--- config.mk ---
export PLATFORM = sky130hd
export DESIGN_NAME = pedal_plausibility_monitor
export DESIGN_NICKNAME = d
export VERILOG_FILES = /design/src/hw/rtl/ppm_pkg.sv /design/src/hw/rtl/ppm_angle_map.sv /design/src/hw/rtl/pedal_plausibility_monitor.sv
export VERILOG_INCLUDE_DIRS = /design/src /design/src/hw/rtl
export SDC_FILE = /design/constraint.sdc
export NUM_CORES = 2
export LEC_CHECK = 0
export ABC_AREA = 1
export BUFFER_PORTS_ARGS = -buffer_cell sky130_fd_sc_hd__buf_4
export CORE_MARGIN = 10
export CORE_UTILIZATION = 30
export DETAILED_ROUTE_END_ITERATION = 8
export GPL_ROUTABILITY_DRIVEN = 0
export GPL_TIMING_DRIVEN = 0
export MAX_ROUTING_LAYER = met4
export PLACE_DENSITY = 0.55
export RECOVER_POWER = 100
export SLEW_MARGIN = 10
export SYNTH_ARGS = -nofsm -noshare
export SYNTH_HDL_FRONTEND = slang
export SYNTH_SLANG_ARGS = --single-unit
--- constraint.sdc ---
create_clock -name aclk -period 10.4 [get_ports aclk]
set_input_delay 0.52 -clock aclk [delete_from_list [all_inputs] [get_ports aclk]]
set_output_delay 0.52 -clock aclk [all_outputs]
set_load 0.01 [all_outputs]
--- src/hw/rtl/pedal_plausibility_monitor_assert.svh ---
// Assertion macros shared by the pedal plausibility monitor RTL.
`ifndef PEDAL_PLAUSIBILITY_MONITOR_ASSERT_SVH
`define PEDAL_PLAUSIBILITY_MONITOR_ASSERT_SVH

// Same-cycle implication, checked out of reset only.
`define PPM_ASSERT_IMPL(label, clk, rstn, ante, cons) \
    label: assert property (@(posedge clk) disable iff (!(rstn)) (ante) |-> (cons)) \
        else $error("pedal monitor: same-cycle check failed");

// Next-cycle implication, checked out of reset only.
`define PPM_ASSERT_NEXT(label, clk, rstn, ante, cons) \
    label: assert property (@(posedge clk) disable iff (!(rstn)) (ante) |=> (cons)) \
        else $error("pedal monitor: next-cycle check failed");

`endif

--- src/hw/rtl/ppm_pkg.sv ---
// Shared types and constants of the pedal plausibility monitor.
package ppm_pkg;

    localparam int ADC_W   = 16;
    localparam int ANGLE_W = 12;
    localparam int DRIVE_W = 8;
    localparam int CFG_W   = 16;
    localparam int IDX_W   = 8;

    typedef logic [ADC_W-1:0]   adc_t;
    typedef logic [ANGLE_W-1:0] angle_t;
    typedef logic [CFG_W-1:0]   cfg_t;

    // Saturation limit of a mapped angle, 1/16 degree
    localparam angle_t ANGLE_MAX = angle_t'(4095);

    // Configuration register indexes
    typedef enum logic [IDX_W-1:0] {
        REG_PEDAL_A_ZERO       = 8'd0,
        REG_PEDAL_A_GAIN       = 8'd1,
        REG_PEDAL_B_ZERO       = 8'd2,
        REG_PEDAL_B_GAIN       = 8'd3,
        REG_DISAGREE_WINDOW_MS = 8'd4,
        REG_BRAKE_LOW_LIMIT    = 8'd5,
        REG_BRAKE_HIGH_LIMIT   = 8'd6,
        REG_BRAKE_FAULT_MS     = 8'd7
    } reg_idx_t;

    // Reset values of the configuration registers
    localparam cfg_t RST_PEDAL_A_ZERO       = cfg_t'(8440);
    localparam cfg_t RST_PEDAL_A_GAIN       = cfg_t'(2441);
    localparam cfg_t RST_PEDAL_B_ZERO       = cfg_t'(7944);
    localparam cfg_t RST_PEDAL_B_GAIN       = cfg_t'(2534);
    localparam cfg_t RST_DISAGREE_WINDOW_MS = cfg_t'(100);
    localparam cfg_t RST_BRAKE_LOW_LIMIT    = cfg_t'(4500);
    localparam cfg_t RST_BRAKE_HIGH_LIMIT   = cfg_t'(48000);
    localparam cfg_t RST_BRAKE_FAULT_MS     = cfg_t'(100);

endpackage

--- src/hw/rtl/ppm_angle_map.sv ---
// Linear ADC-to-angle mapping with offset, Q16 gain and saturation.
module ppm_angle_map (
    input  ppm_pkg::adc_t   raw,
    input  ppm_pkg::cfg_t   zero,
    input  ppm_pkg::cfg_t   gain,
    output ppm_pkg::angle_t angle
);

    logic [ppm_pkg::ADC_W-1:0]   delta;
    logic [2*ppm_pkg::ADC_W-1:0] prod;
    logic [ppm_pkg::ADC_W-1:0]   scaled;

    // Offset removal, one 16x16 multiply, Q16 truncation
    assign delta  = raw - zero;
    assign prod   = delta * gain;
    assign scaled = prod[2*ppm_pkg::ADC_W-1:ppm_pkg::ADC_W];

    // Readings at or below the zero point give 0; large ones clip
    always_comb begin
        if (raw <= zero) begin
            angle = '0;
        end else if (scaled > ppm_pkg::ADC_W'(ppm_pkg::ANGLE_MAX)) begin
            angle = ppm_pkg::ANGLE_MAX;
        end else begin
            angle = scaled[ppm_pkg::ANGLE_W-1:0];
        end
    end

endmodule

--- src/hw/rtl/pedal_plausibility_monitor.sv ---
// Pipeline: the input, angle and result registers lie between request acceptance and result valid.
// Throughput: one request per cycle; the angle multipliers and the time compare each
// own a stage, so a new sample enters every cycle while the output is taken.
// Reset: synchronous, active low; clears the pipeline valids, the timing state and
// the fault latch, and loads the configuration registers with their defaults.
`include "pedal_plausibility_monitor_assert.svh"

module pedal_plausibility_monitor #(
    parameter int TIME_BITS = 32
) (
    input  logic                     aclk,
    input  logic                     aresetn,
    // configuration writes
    input  logic                     cfg_valid,
    output logic                     cfg_ready,
    input  logic [ppm_pkg::IDX_W-1:0] cfg_index,
    input  ppm_pkg::cfg_t            cfg_data,
    // sample requests
    input  logic                     s_valid,
    output logic                     s_ready,
    input  ppm_pkg::adc_t            s_pedal_a_raw,
    input  ppm_pkg::adc_t            s_pedal_b_raw,
    input  ppm_pkg::adc_t            s_brake_raw,
    input  logic [31:0]              s_now_ms,
    // results
    output logic                     m_valid,
    input  logic                     m_ready,
    output ppm_pkg::angle_t          m_pedal_a_angle,
    output ppm_pkg::angle_t          m_pedal_b_angle,
    output logic [ppm_pkg::DRIVE_W-1:0] m_drive_value,
    output logic                     m_torque_fault,
    output logic                     m_disagreeing,
    output logic                     m_brake_fault
);

    typedef logic [TIME_BITS-1:0] stamp_t;

    // ---------------- configuration registers ----------------
    ppm_pkg::cfg_t a_zero_reg, a_gain_reg, b_zero_reg, b_gain_reg;
    ppm_pkg::cfg_t window_reg, brk_low_reg, brk_high_reg, brk_ms_reg;

    assign cfg_ready = 1'b1;

    always_ff @(posedge aclk) begin
        if (!aresetn) begin
            a_zero_reg   <= ppm_pkg::RST_PEDAL_A_ZERO;
            a_gain_reg   <= ppm_pkg::RST_PEDAL_A_GAIN;
            b_zero_reg   <= ppm_pkg::RST_PEDAL_B_ZERO;
            b_gain_reg   <= ppm_pkg::RST_PEDAL_B_GAIN;
            window_reg   <= ppm_pkg::RST_DISAGREE_WINDOW_MS;
            brk_low_reg  <= ppm_pkg::RST_BRAKE_LOW_LIMIT;
            brk_high_reg <= ppm_pkg::RST_BRAKE_HIGH_LIMIT;
            brk_ms_reg   <= ppm_pkg::RST_BRAKE_FAULT_MS;
        end else if (cfg_valid && cfg_ready) begin
            unique case (cfg_index)
                ppm_pkg::REG_PEDAL_A_ZERO:       a_zero_reg   <= cfg_data;
                ppm_pkg::REG_PEDAL_A_GAIN:       a_gain_reg   <= cfg_data;
                ppm_pkg::REG_PEDAL_B_ZERO:       b_zero_reg   <= cfg_data;
                ppm_pkg::REG_PEDAL_B_GAIN:       b_gain_reg   <= cfg_data;
                ppm_pkg::REG_DISAGREE_WINDOW_MS: window_reg   <= cfg_data;
                ppm_pkg::REG_BRAKE_LOW_LIMIT:    brk_low_reg  <= cfg_data;
                ppm_pkg::REG_BRAKE_HIGH_LIMIT:   brk_high_reg <= cfg_data;
                ppm_pkg::REG_BRAKE_FAULT_MS:     brk_ms_reg   <= cfg_data;
                default: ;  // unknown index: write dropped
            endcase
        end
    end

    // ---------------- pipeline flow control ----------------
    logic s0_valid_reg, s1_valid_reg, m_valid_reg;
    logic out_ready, s1_ready, s0_adv, s1_adv, s_fire;

    assign out_ready = !m_valid_reg || m_ready;
    assign s1_adv    = s1_valid_reg && out_ready;
    assign s1_ready  = !s1_valid_reg || out_ready;
    assign s0_adv    = s0_valid_reg && s1_ready;
    assign s_ready   = !s0_valid_reg || s1_ready;
    assign s_fire    = s_valid && s_ready;

    always_ff @(posedge aclk) begin
        if (!aresetn) begin
            s0_valid_reg <= 1'b0;
            s1_valid_reg <= 1'b0;
            m_valid_reg  <= 1'b0;
        end else begin
            if (s_ready) begin
                s0_valid_reg <= s_valid;
            end
            if (s1_ready) begin
                s1_valid_reg <= s0_valid_reg;
            end
            if (out_ready) begin
                m_valid_reg <= s1_valid_reg;
            end
        end
    end

    // ---------------- stage 0: input register ----------------
    ppm_pkg::adc_t s0_a_raw_reg, s0_b_raw_reg, s0_brake_reg;
    stamp_t        s0_now_reg;

    always_ff @(posedge aclk) begin
        if (s_fire) begin
            s0_a_raw_reg <= s_pedal_a_raw;
            s0_b_raw_reg <= s_pedal_b_raw;
            s0_brake_reg <= s_brake_raw;
            s0_now_reg   <= TIME_BITS'(s_now_ms);
        end
    end

    // ---------------- stage 1: angle mapping, brake band ----------------
    ppm_pkg::angle_t ang_a, ang_b;
    logic            brake_oob;

    ppm_angle_map u_map_a (
        .raw   (s0_a_raw_reg),
        .zero  (a_zero_reg),
        .gain  (a_gain_reg),
        .angle (ang_a)
    );

    ppm_angle_map u_map_b (
        .raw   (s0_b_raw_reg),
        .zero  (b_zero_reg),
        .gain  (b_gain_reg),
        .angle (ang_b)
    );

    assign brake_oob = (s0_brake_reg < brk_low_reg) || (s0_brake_reg > brk_high_reg);

    ppm_pkg::angle_t s1_ang_a_reg, s1_ang_b_reg;
    logic            s1_oob_reg;
    stamp_t          s1_now_reg;

    always_ff @(posedge aclk) begin
        if (s0_adv) begin
            s1_ang_a_reg <= ang_a;
            s1_ang_b_reg <= ang_b;
            s1_oob_reg   <= brake_oob;
            s1_now_reg   <= s0_now_reg;
        end
    end

    // ---------------- stage 2: plausibility and timing state ----------------
    logic            disagree_active_reg, disagree_active_next;
    stamp_t          disagree_start_reg, disagree_start_next;
    stamp_t          brake_last_ok_reg, brake_last_ok_next;
    logic            brake_fault_latched_reg, brake_fault_latched_next;

    ppm_pkg::angle_t hi_ang, diff_ang;
    logic [ppm_pkg::ADC_W-1:0] diff_x10;
    logic            disagree, tfault;
    stamp_t          start_eff, dis_elapsed, brk_elapsed;

    // 10 * diff > max is the exact form of "more than 10 percent apart"
    always_comb begin
        if (s1_ang_a_reg > s1_ang_b_reg) begin
            hi_ang   = s1_ang_a_reg;
            diff_ang = s1_ang_a_reg - s1_ang_b_reg;
        end else begin
            hi_ang   = s1_ang_b_reg;
            diff_ang = s1_ang_b_reg - s1_ang_a_reg;
        end
        diff_x10 = {1'b0, diff_ang, 3'b000} + {3'b000, diff_ang, 1'b0};
        disagree = diff_x10 > ppm_pkg::ADC_W'(hi_ang);
    end

    // Persistence timer: a fresh disagreement starts at this sample
    always_comb begin
        start_eff   = disagree_active_reg ? disagree_start_reg : s1_now_reg;
        dis_elapsed = s1_now_reg - start_eff;
        tfault      = disagree && (dis_elapsed > TIME_BITS'(window_reg));

        disagree_active_next = disagree;
        disagree_start_next  = start_eff;
    end

    // Brake band monitor with sticky fault
    always_comb begin
        brk_elapsed              = s1_now_reg - brake_last_ok_reg;
        brake_last_ok_next       = brake_last_ok_reg;
        brake_fault_latched_next = brake_fault_latched_reg;
        if (!s1_oob_reg) begin
            brake_last_ok_next = s1_now_reg;
        end else if (brk_elapsed >= TIME_BITS'(brk_ms_reg)) begin
            brake_last_ok_next       = s1_now_reg;
            brake_fault_latched_next = 1'b1;
        end
    end

    always_ff @(posedge aclk) begin
        if (!aresetn) begin
            disagree_active_reg     <= 1'b0;
            disagree_start_reg      <= '0;
            brake_last_ok_reg       <= '0;
            brake_fault_latched_reg <= 1'b0;
        end else if (s1_adv) begin
            disagree_active_reg     <= disagree_active_next;
            disagree_start_reg      <= disagree_start_next;
            brake_last_ok_reg       <= brake_last_ok_next;
            brake_fault_latched_reg <= brake_fault_latched_next;
        end
    end

    // ---------------- result register ----------------
    always_ff @(posedge aclk) begin
        if (s1_adv) begin
            m_pedal_a_angle <= s1_ang_a_reg;
            m_pedal_b_angle <= s1_ang_b_reg;
            m_drive_value   <= tfault ? '0 : hi_ang[ppm_pkg::ANGLE_W-1:4];
            m_torque_fault  <= tfault;
            m_disagreeing   <= disagree;
            m_brake_fault   <= brake_fault_latched_next;
        end
    end

    assign m_valid = m_valid_reg;

    // ---------------- assertions ----------------
    `PPM_ASSERT_IMPL(a_fault_zero_drive, aclk, aresetn,
        m_valid && m_torque_fault, m_drive_value == '0)
    `PPM_ASSERT_IMPL(a_fault_needs_disagree, aclk, aresetn,
        m_valid && m_torque_fault, m_disagreeing)
    `PPM_ASSERT_NEXT(a_brake_fault_sticky, aclk, aresetn,
        brake_fault_latched_reg, brake_fault_latched_reg)
    `PPM_ASSERT_NEXT(a_active_holds_on_stall, aclk, aresetn,
        disagree_active_reg && !s1_adv, disagree_active_reg)
    `PPM_ASSERT_IMPL(a_no_advance_into_full, aclk, aresetn,
        m_valid_reg && !m_ready, !s1_adv)

endmodule

==> impl_metrics.ini <==
[status]
status = finished with violations
failed_checks = max-capacitance violations, max-slew violations

[grt]
grtUsageTotal_pct = 17.0
grt_antenna_before_repair = 1
grt_pass1_wl_microns = 185000
grt_overflow = 0
grt_pass1_vias = 32000
grt_max_degree = 59

[timing]
skew_ps = 36.1
tightest_slew_ps = 3390
period_share_pct = 93.0
fin_crit_ps = 9670
slew_viol_final = 176
final_hold_viol_count = 0
max_freq_ghz = 0.103
setup_violations = 0
max_slew_margin_pct = -126
tns_ps = 0
holdWs_ps = 101
rsz0062_at_grt = no

[setup_path]
cp_slowest_cell = xor2_1
path_buf_inv = 7
cp_max_fo = 10
cp.required_ps = 10710
cp.arrival_ps = 9990
cp_top_family = adder cells
max_stage_delay_ps = 760
start_kind = flop
path_common_cell = fa_1
crit_type = reg2reg
end_kind = flop

[run]
max_cap_viol_count = 4

[cts]
clk_latency_ps = 610
post-cts-setup-buffers = 0
holdBufCountCts = 0
htreeDepth = 2
cts_resized = 0
clkSinkCount = 369
clk_path_buf_depth = 3
cts_inserted_buffers = 42
clk_pin_slew_worst_paths_ps = 80
cts_tree = yes
clock-root-buffer = clkbuf_16

[floorplanning]
fp.dieH_microns = 378
rows = 131
core_area_sq_um = 128000
fp.dieArea_sq_um = 143000
io_pins = 147
initial_utilization_pct = 30.2
die_x_microns = 378

[synth]
synth_warnings = 0
synth_edf_count = 172
synth_flop_cell = dfxtp_1
yosysUniqueCellTypes = 50
synth_xor_area_share_pct = 2.39
synthMuxAreaShare_pct = 0.0260
synthAdderAreaFrac_pct = 33.6
syn_inst = 4867
synth_compound_area_share_pct = 10.6
yosysSeqAreaShare_pct = 23.7
synth-simple-area-share_pct = 18.9
syn_area_sq_um = 38500
syn_nets = 5772
synth_top_family_by_area = adder cells
async_reset_ff_share_pct = 0
synth_area_per_cell_sq_um = 7.90
synth-seq-cells = 369

[placement]
numPortBuffers = 144
place_hpwl_microns = 98600

[power]
pwr-share-seq_pct = 16.0
p_switching_mw = 6.10
p_sw_share_pct = 52.3
p_leak_nw = 20.6
p_clk_share_pct = 12.8
powerDensity_nw_per_um2 = 273
p_int_mw = 5.57
combPwrFrac_pct = 71.2
vdd_drop_max_mv = 0.293

[layout]
finalNetCount = 5964
syn_to_final_growth_pct = 11.2
drive_above_1_share_pct = 5.11

[route]
wl_per_cell_microns = 17.7
firstDrtPassIters = 5
vias = 32400
ant_nets = 0
routed_wl_microns = 120000
post-route-drc-count = 0
avgViaCountPerCell = 4.80
drt_iter0_markers = 2425

[hold_path]
worstHoldPathType = in2reg
==> cells in the mapped netlist (all sizes together), types with 46 or more instances <==
cell type | count | area [sq um]
a21oi | 350 | 1750
o211ai | 54 | 405
ha | 403 | 5040
fa | 393 | 7870
xor2 | 77 | 682
dfxtp | 197 | 3940
o21ai | 219 | 1100
a211oi | 46 | 345
inv | 967 | 3630
nand2 | 960 | 3640
nor2 | 554 | 2090
edfxtp | 172 | 5160
clkbuf | 93 | 349
nand3 | 132 | 761
==> metrics by stage <==
stage	utilization [%]	worst slack (ps)	area (sq um)	cells	power, mW
floorplan	-	3020	38500	4867	7.83
global route	33.5	174	42800	6756	13.0
finish	33.5	727	42800	6756	11.7
detailed placement	32.7	948	41700	6677	10.1
global placement	32.6	998	41600	6673	10.1
CTS	33.8	925	43100	6755	11.7
==> worst reg2reg max path: cells and delay by family (launching register included) <==
kind	cells	cell delay [ps]
AOI/OAI and AO/OA	5	1230
xor gates and xnor gates	2	900
adders and majority gates	9	3960
buffers and inverters	7	1190
DFF	1	330
and+or+nand+nor	11	1790
==> path summary, 6_finish.rpt <==
path | start | endpoint | slack (ps) | cells after the start
hold reg to reg | s0_now_reg[1] | s1_now_reg[1] | 400 | 0
setup / recovery | s0_a_raw_reg[0] | s1_ang_a_reg[2] | 730 | 34
setup reg to reg | s0_a_raw_reg[0] | s1_ang_a_reg[2] | 730 | 34
hold / removal | s_pedal_b_raw[11] | s0_b_raw_reg[11] | 100 | 1
==> logic make-up (layout without fill, tap and decap cells) <==
| kind of cell | after synthesis | after routing |
|---|---|---|
| buf+inv | 1096 | 1322 |
| xor+xnor | 104 | 104 |
| mux | 1 | 1 |
| other cells | 1 | 2 |
| compound gates | 728 | 728 |
| flops | 369 | 369 |
| fa+ha+maj | 796 | 796 |
| simple gates | 1772 | 1772 |
==> area by class of cell <==
type | instances | area (sq um)
antenna | 1 | 2.50
buffer | 114 | 454
clock buffer | 53 | 1150
clock inverter | 25 | 199
fill | 13600 | 84700
inverter | 982 | 3690
multi-input combinational | 3402 | 25200
sequential | 369 | 9110
tap | 1662 | 2080
timing repair buffer | 148 | 938
==> power groups by stage <==
stage | clock network (mW) | logic [mW] | registers [mW]
2_1_floorplan | 0 | 6.00 | 1.83
3_3_place_gp | 0 | 8.16 | 1.89
3_5_place_dp | 0 | 8.22 | 1.89
4_1_cts | 1.54 | 8.29 | 1.86
5_1_grt | 1.60 | 9.53 | 1.88
6_report | 1.50 | 8.32 | 1.87
==> cells in the final DEF (no fill, tap or decap), types with 6 or more instances in the layout <==
cell type	n
a211oi_1	46
a21boi_0	9
a21o_1	14
a21oi_1	350
buf_2	6
buf_4	30
clkbuf_1	154
clkbuf_16	43
clkbuf_4	75
clkinv_1	17
clkinv_2	10
dfxtp_1	197
edfxtp_1	172
fa_1	393
ha_1	403
inv_1	963
nand2_1	951
nand2_2	7
nand3_1	113
nand3_2	19
nand3b_1	7
nand4_1	33
nor2_1	551
nor3_1	29
nor4_1	9
o211ai_1	54
o21a_1	9
o21ai_0	217
o21bai_1	12
o221ai_1	6
or2_2	40
xnor2_1	26
xor2_1	77
==> metal layers <==
metal,GRT usage (%),vias up,part of all wire (%)
met3,3.08,152,8.1
met2,25.8,1106,43
met5,-,-,0
met4,3.94,0,2.4
met1,23.3,15400,46
li1,-,15700,-
No activity file was read; power rests on OpenSTA's default activity.
